**src/sv/cssl_pkg.sv**
```systemverilog
// Shared types, constants and helpers of the cascaded stereo slew limiter.
`default_nettype none
package cssl_pkg;

    localparam int STAGE_COUNT = 10;
    localparam int STAGE_W     = $clog2(STAGE_COUNT);
    localparam logic [STAGE_W-1:0] LAST_STAGE = STAGE_W'(STAGE_COUNT - 1);

    localparam int SAMPLE_W   = 24;
    localparam int CFG_ADDR_W = 2;
    localparam int CFG_DATA_W = 24;

    // Register indexes of the configuration port.
    localparam logic [CFG_ADDR_W-1:0] CFG_BASE    = 2'd0;
    localparam logic [CFG_ADDR_W-1:0] CFG_FIRST   = 2'd1;
    localparam logic [CFG_ADDR_W-1:0] CFG_HALO    = 2'd2;
    localparam logic [CFG_ADDR_W-1:0] CFG_INV_WET = 2'd3;

    localparam logic [23:0] RST_BASE    = 24'd4194304;
    localparam logic [3:0]  RST_FIRST   = 4'd5;
    localparam logic [16:0] RST_HALO    = 17'd0;
    localparam logic [16:0] RST_INV_WET = 17'd65536;

    localparam logic [16:0] ONE_Q16 = 17'd65536;
    localparam logic signed [31:0] PHI_Q30    = 32'sd1737350766;
    localparam logic signed [31:0] INVPHI_Q30 = 32'sd663608942;
    localparam logic signed [31:0] K078_Q16   = 32'sd51118;

    // Multiplier operand and result widths.
    localparam int MUL_A_W = 34;
    localparam int MUL_C_W = 32;
    localparam int MUL_R_W = 34;

    typedef enum logic [3:0] {
        MS_D_INVPHI,
        MS_D_H,
        MS_T_OMH,
        MS_D_H78,
        MS_T_OMH78,
        MS_P_OMH,
        MS_H_K078,
        MS_S_WET,
        MS_DRY_DRY,
        MS_THR_PHI
    } t_mul_sel;

    typedef struct packed {
        logic               load_in;
        logic               thr_init;
        logic               thr_store;
        logic               mul_go;
        t_mul_sel           mul_sel;
        logic               st_load;
        logic               st_diff;
        logic               st_clamp_hi;
        logic               st_clamp_lo;
        logic               st_write;
        logic               mix_sum;
        logic               out_load;
        logic [STAGE_W-1:0] k;
        logic               ch;
    } t_dp_cmd;

    typedef struct packed {
        logic [3:0] first_stage;
    } t_dp_stat;

    // Saturate a wide signed value to the signed 32 bit range.
    function automatic logic signed [31:0] sat32(input logic signed [36:0] v);
        logic signed [31:0] r;
        if (v > 37'sh0_7FFF_FFFF) begin
            r = 32'sh7FFF_FFFF;
        end else if (v < -37'sh0_8000_0000) begin
            r = 32'sh8000_0000;
        end else begin
            r = v[31:0];
        end
        return r;
    endfunction

endpackage
`default_nettype wire

```
**src/sv/cssl_ctrl.sv**
```systemverilog
// Controller: sequences threshold setup, the stage cascade and the final mix.
`default_nettype none
module cssl_ctrl (
    input  wire logic               i_clk,
    input  wire logic               i_rst_n,
    input  wire logic               i_thr_restart,
    input  wire logic               i_s_tvalid,
    output logic                    o_s_tready,
    output logic                    o_m_tvalid,
    input  wire logic               i_m_tready,
    input  wire cssl_pkg::t_dp_stat i_stat,
    output cssl_pkg::t_dp_cmd       o_cmd
);

    typedef enum logic [4:0] {
        S_THR   = 5'b00001,
        S_IDLE  = 5'b00010,
        S_STAGE = 5'b00100,
        S_MIX   = 5'b01000,
        S_DONE  = 5'b10000
    } t_state;

    t_state                       r_state, n_state;
    logic [3:0]                   r_step, n_step;
    logic [cssl_pkg::STAGE_W-1:0] r_k, n_k;
    logic                         r_ch, n_ch;
    logic                         r_out_valid, n_out_valid;
    logic                         accept;

    assign o_s_tready = (r_state == S_IDLE);
    assign o_m_tvalid = r_out_valid;
    assign accept     = i_s_tvalid && o_s_tready;

    always_comb begin
        n_state = r_state;
        n_step  = r_step;
        n_k     = r_k;
        n_ch    = r_ch;
        o_cmd   = '0;
        o_cmd.k  = r_k;
        o_cmd.ch = r_ch;
        case (r_state)
            S_THR: begin
                case (r_step)
                    4'd0: begin
                        o_cmd.thr_init = 1'b1;
                        n_k    = cssl_pkg::LAST_STAGE;
                        n_step = 4'd1;
                    end
                    4'd1: begin
                        o_cmd.thr_store = 1'b1;
                        if (r_k == '0) begin
                            n_state = S_IDLE;
                        end else begin
                            o_cmd.mul_go  = 1'b1;
                            o_cmd.mul_sel = cssl_pkg::MS_THR_PHI;
                            n_step = 4'd2;
                        end
                    end
                    default: begin
                        n_k    = r_k - 1'b1;
                        n_step = 4'd1;
                    end
                endcase
            end
            S_IDLE: begin
                if (accept) begin
                    o_cmd.load_in = 1'b1;
                    o_cmd.mul_go  = 1'b1;
                    o_cmd.mul_sel = cssl_pkg::MS_H_K078;
                    n_step = 4'd0;
                    n_ch   = 1'b0;
                    if (i_stat.first_stage > 4'(cssl_pkg::LAST_STAGE)) begin
                        n_state = S_MIX;
                    end else begin
                        n_state = S_STAGE;
                        n_k     = i_stat.first_stage[cssl_pkg::STAGE_W-1:0];
                    end
                end
            end
            S_STAGE: begin
                n_step = r_step + 1'b1;
                case (r_step)
                    4'd0: o_cmd.st_load = 1'b1;
                    4'd1: o_cmd.st_diff = 1'b1;
                    4'd2: begin
                        o_cmd.mul_go  = 1'b1;
                        o_cmd.mul_sel = cssl_pkg::MS_D_INVPHI;
                    end
                    4'd3: begin
                        o_cmd.mul_go  = 1'b1;
                        o_cmd.mul_sel = cssl_pkg::MS_D_H;
                    end
                    4'd4: begin
                        o_cmd.mul_go  = 1'b1;
                        o_cmd.mul_sel = cssl_pkg::MS_T_OMH;
                    end
                    4'd5: begin
                        o_cmd.mul_go  = 1'b1;
                        o_cmd.mul_sel = cssl_pkg::MS_D_H78;
                    end
                    4'd6: begin
                        o_cmd.mul_go  = 1'b1;
                        o_cmd.mul_sel = cssl_pkg::MS_T_OMH78;
                    end
                    4'd7: begin
                        o_cmd.mul_go      = 1'b1;
                        o_cmd.mul_sel     = cssl_pkg::MS_P_OMH;
                        o_cmd.st_clamp_hi = 1'b1;
                    end
                    4'd8: o_cmd.st_clamp_lo = 1'b1;
                    default: begin
                        o_cmd.st_write = 1'b1;
                        n_step = 4'd0;
                        if (!r_ch) begin
                            n_ch = 1'b1;
                        end else begin
                            n_ch = 1'b0;
                            if (r_k == cssl_pkg::LAST_STAGE) begin
                                n_state = S_MIX;
                            end else begin
                                n_k = r_k + 1'b1;
                            end
                        end
                    end
                endcase
            end
            S_MIX: begin
                n_step = r_step + 1'b1;
                case (r_step)
                    4'd0: begin
                        o_cmd.mul_go  = 1'b1;
                        o_cmd.mul_sel = cssl_pkg::MS_S_WET;
                    end
                    4'd1: begin
                        o_cmd.mul_go  = 1'b1;
                        o_cmd.mul_sel = cssl_pkg::MS_DRY_DRY;
                    end
                    4'd2: ;
                    default: begin
                        o_cmd.mix_sum = 1'b1;
                        n_step = 4'd0;
                        if (!r_ch) begin
                            n_ch = 1'b1;
                        end else begin
                            n_ch    = 1'b0;
                            n_state = S_DONE;
                        end
                    end
                endcase
            end
            S_DONE: begin
                if (!r_out_valid || i_m_tready) begin
                    o_cmd.out_load = 1'b1;
                    n_state = S_IDLE;
                end
            end
            default: n_state = S_THR;
        endcase
        if (i_thr_restart) begin
            n_state = S_THR;
            n_step  = 4'd0;
        end
        if (o_cmd.out_load) begin
            n_out_valid = 1'b1;
        end else if (i_m_tready) begin
            n_out_valid = 1'b0;
        end else begin
            n_out_valid = r_out_valid;
        end
    end

    always_ff @(posedge i_clk) begin
        if (!i_rst_n) begin
            r_state     <= S_THR;
            r_step      <= 4'd0;
            r_k         <= '0;
            r_ch        <= 1'b0;
            r_out_valid <= 1'b0;
        end else begin
            r_state     <= n_state;
            r_step      <= n_step;
            r_k         <= n_k;
            r_ch        <= n_ch;
            r_out_valid <= n_out_valid;
        end
    end

    a_out_load_valid: assert property (@(posedge i_clk) disable iff (!i_rst_n)
        o_cmd.out_load |=> r_out_valid)
        else $error("result register loaded but valid not raised");

    a_stage_range: assert property (@(posedge i_clk) disable iff (!i_rst_n)
        (r_state == S_STAGE) |-> (r_k <= cssl_pkg::LAST_STAGE)
            && (4'(r_k) >= i_stat.first_stage))
        else $error("stage index outside the active range");

    a_thr_restart: assert property (@(posedge i_clk) disable iff (!i_rst_n)
        i_thr_restart |=> (r_state == S_THR) && (r_step == 4'd0))
        else $error("threshold setup did not restart");

    a_no_accept_while_busy: assert property (@(posedge i_clk) disable iff (!i_rst_n)
        o_cmd.load_in |=> (r_state == S_STAGE) || (r_state == S_MIX))
        else $error("accepted item did not start processing");

endmodule
`default_nettype wire

```
**config.mk**
```make
export PLATFORM = sky130hd
export DESIGN_NAME = cssl_ctrl
export DESIGN_NICKNAME = d
export VERILOG_FILES = /design/src/sv/cssl_pkg.sv /design/src/sv/cssl_ctrl.sv
export SDC_FILE = /design/constraint.sdc
export NUM_CORES = 1
export LEC_CHECK = 0
export CAP_MARGIN = 20
export CORE_ASPECT_RATIO = 2
export CORE_MARGIN = 4
export CORE_UTILIZATION = 30
export CTS_BUF_LIST = sky130_fd_sc_hd__clkbuf_2 sky130_fd_sc_hd__clkbuf_4 sky130_fd_sc_hd__clkbuf_8
export DETAILED_ROUTE_END_ITERATION = 10
export DONT_BUFFER_PORTS = 1
export PLACE_DENSITY_LB_ADDON = 0.25
export SETUP_SLACK_MARGIN = 0.05
export SLEW_MARGIN = 20
export SYNTH_ARGS = -nofsm -noshare
export SYNTH_HDL_FRONTEND = slang
export SYNTH_SLANG_ARGS = --single-unit
```
**constraint.sdc**
```tcl
create_clock -name i_clk -period 5.9 [get_ports i_clk]
set_input_delay 1.18 -clock i_clk [delete_from_list [all_inputs] [get_ports i_clk]]
set_output_delay 1.18 -clock i_clk [all_outputs]
set_load 0.005 [all_outputs]
```
==> results of run 1 <==
worst min-delay path: cells and delay by family, from the launching register on:
kind             cells  cell delay (ns)
AND/OR/NAND/NOR      1             0.09
multiplexers         1             0.06
flip-flops           1             0.38
placed cells by master (no fill, tap or decap), types with 3 or more instances in the layout:
cell type	Yosys	layout
a211oi_1	3	3
a21oi_1	14	14
a31oi_1	4	4
clkbuf_8	0	3
dfxtp_1	15	15
ha_1	7	7
inv_1	9	9
mux2i_1	3	3
nand2_1	12	12
nand2b_1	6	6
nand3_1	5	5
nor2_1	20	20
nor3_1	10	10
nor3_2	3	3
o21ai_0	11	11
or3b_2	3	3
xor2_1	4	4
layout make-up:
cell class                      count  area [um^2]  area share, %
Clock buffer                        4         48.8           3.27
Inverter                           10         37.5           2.52
Multi-Input combinational cell    152         1030           69.4
Sequential cell                    15          300           20.2
Tap cell                           55         68.8           4.62
flip-flops by register name, indices dropped and copies added (netlist names):
signal	count
r_state	5
r_k	4
r_ch	1
r_step	4
o_m_tvalid	1
routing by layer:
layer  part of all wire (%)  vias to the layer above
met5                      0                        -
met4                    8.6                        0
met3                    5.4                       30
met2                     54                       46
met1                     32                      670
li1                       -                      685
power by group through the flow:
stage / combinational (mW) / sequential, mW / clock, mW
after floorplan: 0.0757 / 0.118 / 0
after global placement: 0.0894 / 0.125 / 0
after detailed placement: 0.0891 / 0.126 / 0
after CTS: 0.0899 / 0.124 / 0.0911
after global routing: 0.101 / 0.126 / 0.0948
final: 0.0896 / 0.123 / 0.0898
logic make-up after synthesis:
family                     after synthesis  share of synthesized area [%]
buffers and inverters                   22                           7.62
and+or+nand+nor                         79                           30.7
muxes                                    3                           2.08
adders and majority gates                7                           6.06
DFF                                     15                           20.8
xor gates and xnor gates                 6                           3.64
AOI/OAI and AO/OA                       57                           29.1
final timing paths:
path	startpoint	slack, ns	to	cells past startpoint
max	r_state[3]$_SDFFE_PP0P_	2.61	o_cmd[16]	4
max reg2reg	r_step[0]$_SDFFE_PP0P_	3.50	r_k[2]$_SDFFE_PN0P_	7
min	r_ch$_SDFFE_PN0P_	0.58	r_ch$_SDFFE_PN0P_	2
min reg2reg	r_ch$_SDFFE_PN0P_	0.58	r_ch$_SDFFE_PN0P_	2
==> summary.txt, run 1 <==
Placement
  – RD Place Congestion: 0.894
  – DP Area: 1440 um^2
  – Placement Setup Slack: 2.90 ns
  – Inst Count DP: 232
  – Detailed Place HPWL: 3890 um
  – IO Port Bufs: 0

Setup path
  – Endpoint type of the worst setup path: output pin
  – CP Max Fanout: 10
  – Startpoint types: flop
  – Crit-path leading delay family: simple AND/OR/NAND/NOR gates
  – CP required: 4.72 ns
  – Critical Setup Path Class: flop to output pin
  – CP max stage cell: or3b_2
  – Slowest stage delay, CP: 0.52 ns
  – CP cell instances: or3b_2 -> nor3_4 -> a31oi_1 -> o41ai_1
  – Buffers plus inverters on the worst setup path: 0
  – Arrival @ worst endpoint: 2.11 ns

Pwr
  – Pint: 0.198 mW
  – Overall power: 0.303 mW
  – Combinational power share: 29.6%
  – VDD IR max: 0.000109 V
  – Leak: 0.563 nW
  – Clk pwr share: 29.7%
  – Register share of total power: 40.7%
  – PD cells: 203 nW/um^2
  – Sw Share: 34.7%
  – Net Sw Power: 0.105 mW

Logic synthesis
  – Avg Cell Area, Syn: 7.65 um^2
  – Commonest cells in the netlist: nor2_1 (20), dfxtp_1 (15), a21oi_1 (14)
  – Top-count cell post-synth: nor2_1
  – Fraction of registers with async set/reset: 0%
  – Post-synth EDFFs: 0
  – Syn Inst Count: 189
  – Warnings from Yosys: 0
  – Syn nets: 205
  – Top cell type's share of synthesized area: 20.8%
  – Yosys top cell by area: dfxtp_1
  – Register area share after synthesis: 20.8%
  – Main synth FF type: dfxtp_1
  – Number of synthesized register bits: 15
  – Mapped Area: 1450 um^2
  – Unique masters post-synth: 58
  – Top post-synthesis cells by area: dfxtp_1 (21%), ha_1 (6.1%), nor2_1 (5.2%), a21oi_1 (4.8%), o21ai_0 (3.8%)

GRT
  – Top Usage Layer GRT: met2
  – Global Route Usage Sum: 16.7%
  – Met2 Resource Use GR: 30.3%
  – Met1 usage: 14.3%
  – Initial antenna violation count: 0
  – Number of global-route vias before repair: 1544
  – Pin count of the biggest net entering global routing: 14
  – Routing usage on met3: 5.22%
  – First-pass GRT wire length: 7790 um
  – Gr ovfl total: 0

Die
  – I/O Pins: 31
  – Die X: 57.1 um
  – CORE AREA: 4640 um^2
  – Initial Util: 31.1%
  – Die Y: 106 um
  – Die ar.: 6060 um^2
  – # rows: 35

STA
  – Fin Setup TNS: 0 ns
  – Post-layout minimum cycle time: 3.29 ns
  – F_max: 0.304 GHz
  – Slew Viols, Final: 0
  – Setup ws final: 2.61 ns
  – Hold Fails Final Rpt: 0
  – Final worst path period share: 55.8%
  – # setup viols final: 0
  – Worst-margin pin slew: 0.700 ns
  – WHS: 0.583 ns
  – RSZ-0062 raised after global routing: false
  – Final Skew: 0.00372 ns
  – Relative slew slack: 53.3%

Drt
  – Drt wl/cell: 20.1 um
  – DRC violations left: 0
  – DR pass1 iterations: 4
  – WL final: 4740 um
  – DR iter-0 viols: 44
  – Via count: 1431
  – DRT antenna net count: 0
  – Drt via density: 6.06

Layout
  – P&R area growth vs syn: 3.12%
  – Share of layout cells above drive strength 1: 11.6%
  – Final instance area: 1490 um^2
  – Nets: 198
  – # diodes: 0
  – Post-route insts no fill: 236
  – Utilization after layout: 32.1%
  – Filler cell count: 549

Clock tree
  – Hold Buf Count CTS: 0
  – CTS tree: yes
  – CTS max path bufs: 2
  – Clk Latency, worst-skew pair: 0.25 ns
  – Setup Fix Bufs, Post-CTS: 0
  – Clock-pin slew on the worst setup and hold paths: 0.06 ns
  – PostCTS Resize Cnt: 0
  – Root Driver: clkbuf_8
  – CTS Buf Count: 3
  – H-Tree Depth: 1
  – # clock sinks: 15

Worst hold path
  – Worst Hold Class: flop to flop

Run status
  – Status: finished clean

Flow run
  – Max cap viols: 0
Power figures use the tool's default switching activity.
==> inputs of run 2 (changes only) <==
Settings changed: ABC_AREA from default to 1.
Clock period 5.9 ns to 2.7 ns, I/O delays scaled along.
==> summary.txt, run 2 <==
STA
  – WHS: 0.393 ns (-0.190 ns)
  – Slew Viols, Final: 0 (unchanged)
  – F_max: 0.443 GHz
  – Worst-margin pin slew: 0.513 ns (-0.187 ns)
  – Setup ws final: 0.443 ns (-2.16 ns)
  – # setup viols final: 0 (unchanged)
  – RSZ-0062 raised after global routing: false
  – Final worst path period share: 83.6%
  – Final Skew: 0.0120 ns (+0.00830 ns)
  – Hold Fails Final Rpt: 0 (unchanged)
  – Post-layout minimum cycle time: 2.26 ns
  – Relative slew slack: 65.4% (+12 points)
  – Fin Setup TNS: 0 ns (unchanged)

Run status
  – Status: finished clean

Setup path
  – Stages on worst setup path: 7 (+3)
  – Slowest stage delay, CP: 0.45 ns (-0.07 ns)
  – Startpoint types: flop
  – CP cell instances: inv_1 -> ha_1 -> o21ai_2 -> nand3b_1 -> o21ai_0 -> nor2_1 -> nand3_1
  – Endpoint type of the worst setup path: output pin
  – Buffers plus inverters on the worst setup path: 1 (+1)
  – CP required: 2.16 ns (-2.56 ns)
  – CP Max Fanout: 6 (-4)
  – CP max stage cell: dfxtp_1
  – Arrival @ worst endpoint: 1.72 ns (-0.39 ns)
  – R2R cell count: 9 (+2)
  – Crit-path leading delay family: flip-flops
  – Critical Setup Path Class: flop to output pin

GRT
  – Initial antenna violation count: 0 (unchanged)
  – Gr ovfl total: 0 (unchanged)
  – Number of global-route vias before repair: 1633 (+5.8%)
  – Global Route Usage Sum: 15.4% (-1.3 points)
  – First-pass GRT wire length: 7580 um (-2.7%)
  – Pin count of the biggest net entering global routing: 17 (+3)

Layout
  – Area taken by flip-flops and latches: 300 um^2 (unchanged)
  – Share of layout cells above drive strength 1: 15.6% (+4.0 points)
  – Utilization after layout: 32.1% (about the same)
  – Top flop regs: r_state (5), r_k (4), r_step (4)
  – Commonest cells after routing, fill and taps aside: nor2_1 (52), nand2_1 (44), inv_1 (32), nand3_1 (17), dfxtp_1 (15)
  – Most common cell after layout, fill and taps aside: nor2_1
  – Area of the multi-input gates: 1080 um^2 (+4.0%)
  – Post-route insts no fill: 308 (+31%)
  – Nets: 267 (+35%)
  – Filler cell count: 605 (+10%)
  – # diodes: 0 (unchanged)
  – Final instance area: 1650 um^2 (+11%)
  – Largest Register: r_state
  – P&R area growth vs syn: 4.93%
  – Max reg flops: 5 (unchanged)

Die
  – I/O Pins: 31 (unchanged)
  – Die X: 59.2 um (+3.7%)
  – Die Y: 110 um (+4.0%)
  – Die ar.: 6540 um^2 (+7.9%)
  – # rows: 37 (+5.7%)
  – CORE AREA: 5140 um^2 (+11%)
  – Initial Util: 30.6% (-0.53 points)

Drt
  – DR pass1 iterations: 5 (+1)
  – WL final: 4750 um (about the same)
  – Drt wl/cell: 15.4 um (-23%)
  – DRT antenna net count: 0 (unchanged)
  – Drt via density: 5.14 (-15%)
  – DR iter-0 viols: 38 (-14%)
  – Via count: 1584 (+11%)
  – DRC violations left: 0 (unchanged)

Clock tree
  – CTS max path bufs: 2 (unchanged)
  – Clk Latency, worst-skew pair: 0.26 ns (about the same)
  – CTS tree: yes
  – Hold Buf Count CTS: 0 (unchanged)
  – H-Tree Depth: 1 (unchanged)
  – Setup Fix Bufs, Post-CTS: 0 (unchanged)
  – PostCTS Resize Cnt: 0 (unchanged)
  – CTS Buf Count: 3 (unchanged)
  – Clock-pin slew on the worst setup and hold paths: 0.08 ns (+0.02 ns)
  – Root Driver: clkbuf_8
  – # clock sinks: 15 (unchanged)

Logic synthesis
  – Mapped Area: 1570 um^2 (+8.8%)
  – Warnings from Yosys: 0 (unchanged)
  – Avg Cell Area, Syn: 6.29 um^2 (-18%)
  – Top-count cell post-synth: nor2_1
  – Top cell type's share of synthesized area: 19.1% (-1.7 points)
  – Fraction of registers with async set/reset: 0% (unchanged)
  – Register area share after synthesis: 19.1% (-1.7 points)
  – Unique masters post-synth: 30 (-48%)
  – Top post-synthesis cells by area: dfxtp_1 (19%), nor2_1 (12%), nand2_1 (11%), inv_1 (7.6%), ha_1 (5.6%)
  – Post-synth EDFFs: 0 (unchanged)
  – Yosys top cell by area: dfxtp_1
  – Number of synthesized register bits: 15 (unchanged)
  – Main synth FF type: dfxtp_1
  – Syn Inst Count: 250 (+32%)
  – Syn nets: 266 (+30%)
  – Commonest cells in the netlist: nor2_1 (52), nand2_1 (44), inv_1 (32)

Pwr
  – Overall power: 2.04 mW (+570%)
  – Leak: 0.763 nW (+36%)
  – PD cells: 1240 nW/um^2 (+510%)
  – VDD IR max: 0.000443 V (+310%)

Placement
  – Inst Count DP: 304 (+31%)
  – RD Place Congestion: 0.804 (-10%)
  – IO Port Bufs: 0 (unchanged)
  – Detailed Place HPWL: 3970 um (+1.9%)
  – Placement Setup Slack: 0.696 ns (-2.21 ns)
  – DP Area: 1600 um^2 (+11%)

Worst hold path
  – Hold Path Cell Cnt: 2 (unchanged)
  – Worst Hold Class: input pin to flop

Flow run
  – Max cap viols: 0 (unchanged)
==> run 2: logic make-up (layout without fill, tap and decap cells) <==
family                     count (synthesis)  after routing  share of synthesized area, %
AOI/OAI and AO/OA                         28             28                          10.6
adders and majority gates                  7              7                          5.57
and+or+nand+nor                          153            153                          50.0
DFF                                       15             15                          19.1
xor gates and xnor gates                   4              4                          2.23
buffers and inverters                     43             43                          12.5
==> run 2: per-layer routing <==
metal  up-vias  routed length (um)  track usage [%]  share of wire [%]
met2        47                2630             30.3                 55
met4         0                 185             6.81                3.9
li1        805                   -                -                  -
met1       712                1720             14.8                 36
met3        20                 206             2.45                4.3
met5         -                   0                0                  0
==> run 2: final timing paths <==
check | from | slack (ns) | to
worst max register to register | r_step[0]$_SDFFE_PP0P_ | 0.72 | r_state[3]$_SDFFE_PP0P_
worst min-delay path | i_rst_n | 0.39 | r_k[1]$_SDFFE_PN0P_
worst max-delay path | r_step[0]$_SDFFE_PP0P_ | 0.44 | o_cmd[16]
worst min register to register | r_step[1]$_SDFFE_PP0P_ | 0.55 | r_step[1]$_SDFFE_PP0P_
==> run 2: cell type report <==
cell class              count  area share, %
clock buffers               3           2.50
clock inverters             1          0.303
inverters                  38           8.95
multi-input cells         192           65.2
flip-flops and latches     15           18.2
well taps                  58           4.40
repair buffers              1          0.455
==> run 2: power breakdown <==
group	internal [mW]	switching [mW]	total (mW)
sequential	0.291	0.113	0.404
combinational	0.474	0.968	1.44
clock	0.102	0.0941	0.197
==> inputs of run 3 (changes only) <==
Clock period 2.7 ns to 2.2 ns, I/O delays scaled along.
==> summary.txt, run 3 (synthesis gave the netlist of run 2 again) <==
Setup path
  – Critical Setup Path Class: flop to output pin
  – CP required: 1.76 ns (-0.40 ns)
  – CP Max Fanout: 10 (+4)
  – CP cell instances: inv_2 -> nand3_2 -> inv_1 -> nand2_1 -> o311ai_1 -> buf_4
  – CP max stage cell: dfxtp_1
  – Endpoint type of the worst setup path: output pin
  – Slowest stage delay, CP: 0.37 ns (-0.08 ns)
  – Startpoint types: flop
  – Arrival @ worst endpoint: 1.62 ns (-0.10 ns)

Die
  – Die ar.: 6540 um^2 (unchanged)
  – I/O Pins: 31 (unchanged)
  – Die Y: 110 um (unchanged)
  – # rows: 37 (unchanged)
  – Die X: 59.2 um (unchanged)
  – Initial Util: 30.6% (unchanged)
  – CORE AREA: 5140 um^2 (unchanged)

Layout
  – Most common cell after layout, fill and taps aside: nor2_1
  – P&R area growth vs syn: 11.8%
  – Post-route insts no fill: 320 (+3.9%)
  – Max reg flops: 5 (unchanged)
  – # diodes: 0 (unchanged)
  – Top flop regs: r_state (5), r_k (4), r_step (4)
  – Commonest cells after routing, fill and taps aside: nor2_1 (51), nand2_1 (43), inv_1 (32), nand3_1 (17), buf_4 (13)
  – Share of layout cells above drive strength 1: 22.5% (+6.9 points)
  – Nets: 279 (+4.5%)
  – Largest Register: r_state

GRT
  – Met1 usage: 15.1% (+0.33 points)
  – Top Usage Layer GRT: met2
  – First-pass GRT wire length: 7870 um (+3.8%)
  – Routing usage on met3: 2.33% (-0.12 points)
  – Pin count of the biggest net entering global routing: 17 (unchanged)
  – Gr ovfl total: 0 (unchanged)
  – Met2 Resource Use GR: 31.2% (+0.94 points)
  – Number of global-route vias before repair: 1588 (-2.8%)
  – Initial antenna violation count: 0 (unchanged)
  – Global Route Usage Sum: 16.2% (+0.76 points)

Run status
  – Status: finished clean

STA
  – RSZ-0062 raised after global routing: false
  – Final worst path period share: 93.8%
  – # setup viols final: 0 (unchanged)
  – F_max: 0.485 GHz
  – Slew Viols, Final: 0 (unchanged)
  – Final Skew: 0.00522 ns (-0.00679 ns)
  – Post-layout minimum cycle time: 2.06 ns
  – Worst-margin pin slew: 0.366 ns (-0.147 ns)
  – Hold Fails Final Rpt: 0 (unchanged)
  – Relative slew slack: 75.2% (+9.9 points)
  – Fin Setup TNS: 0 ns (unchanged)

Clock tree
  – Clock-pin slew on the worst setup and hold paths: 0.07 ns (about the same)
  – CTS Buf Count: 3 (unchanged)
  – Hold Buf Count CTS: 0 (unchanged)
  – Root Driver: clkbuf_8
  – CTS tree: yes
  – Clk Latency, worst-skew pair: 0.25 ns (about the same)
  – CTS max path bufs: 2 (unchanged)
  – H-Tree Depth: 1 (unchanged)
  – # clock sinks: 15 (unchanged)

Drt
  – DRC violations left: 0 (unchanged)
  – Via count: 1626 (+2.7%)
  – WL final: 4980 um (+4.9%)
  – Drt wl/cell: 15.6 um (+0.98%)
  – DR pass1 iterations: 4 (-1)
  – Drt via density: 5.08 (-1.2%)
  – DR iter-0 viols: 42 (+11%)
  – DRT antenna net count: 0 (unchanged)

Placement
  – IO Port Bufs: 0 (unchanged)
  – Detailed Place HPWL: 4180 um (+5.3%)
  – Inst Count DP: 308 (+1.3%)
  – RD Place Congestion: 0.854 (+6.3%)

Flow run
  – Max cap viols: 0 (unchanged)

Pwr
  – VDD IR max: 0.000643 V (+45%)
  – PD cells: 1500 nW/um^2 (+21%)
  – Leak: 0.820 nW (+7.5%)

Worst hold path
  – Worst Hold Class: input pin to flop
## run 3: changes by cell type in the layout (fill, tap and decap cells not counted), sizes merged
| cell | delta |
|---|---|
| buf | +12 |
## run 3: worst max-delay path: cells and delay by family, from the launching register on
family          cells  cell delay (ns)
flops               1             0.37
simple gates        2             0.34
compound gates      1             0.11
buf+inv             3             0.55
## run 3: power by group
part           switching (mW)  total (mW)  internal, mW
clock network           0.114       0.240         0.126
logic                    1.27        1.90         0.637
registers               0.127       0.491         0.365
total                    1.51        2.63          1.13
## run 3: path summary, 6_finish.rpt
check	depth (start not counted)	start	endpoint	slack (ns)
setup / recovery	6	r_state[4]$_SDFFE_PP0P_	o_cmd[12]	0.14
hold / removal	1	i_rst_n	o_m_tvalid$_SDFFE_PN0P_	0.30
setup reg to reg	9	r_step[0]$_SDFFE_PP0P_	r_k[3]$_SDFFE_PN0P_	0.34
hold reg to reg	2	r_step[1]$_SDFFE_PP0P_	r_step[1]$_SDFFE_PP0P_	0.53
## run 3: final cells by class
cell class / count / area [um^2]
clock buffers: 3 / 41.3
clock inverters: 1 / 5.00
fillers: 573 / 3380
inverters: 38 / 148
multi-input cells: 192 / 1090
flip-flops and latches: 15 / 308
well taps: 58 / 72.6
repair buffers: 13 / 97.6
## run 3: per-stage QoR
step	utilization, %	instance area, um^2	hold WS [ns]	power [mW]	setup slack (ns)
after global placement	31.8	1630	0.554	2.37	0.206
after CTS	32.8	1680	0.295	2.62	0.0944
final	34.2	1760	0.302	2.63	0.137
after global routing	34.2	1760	0.296	2.88	0.0579
after floorplan	-	1570	0.475	1.89	0.524
after detailed placement	31.8	1630	0.560	2.36	0.203
## run 3: what timing repair did
action / 4_1_cts / 5_1_grt
pin swaps: 0 / 2
setup endpoints to repair: 3 / 2
cloned: 0 / 0
setup buffers: 0 / 8
resized for setup: 4 / 7
## run 3: routing by layer
| layer | vias up | share of wire (%) |
|---|---|---|
| li1 | 830 | - |
| met1 | 743 | 34 |
| met2 | 38 | 57 |
| met3 | 15 | 4.3 |
| met4 | 0 | 4.5 |
| met5 | - | 0 |
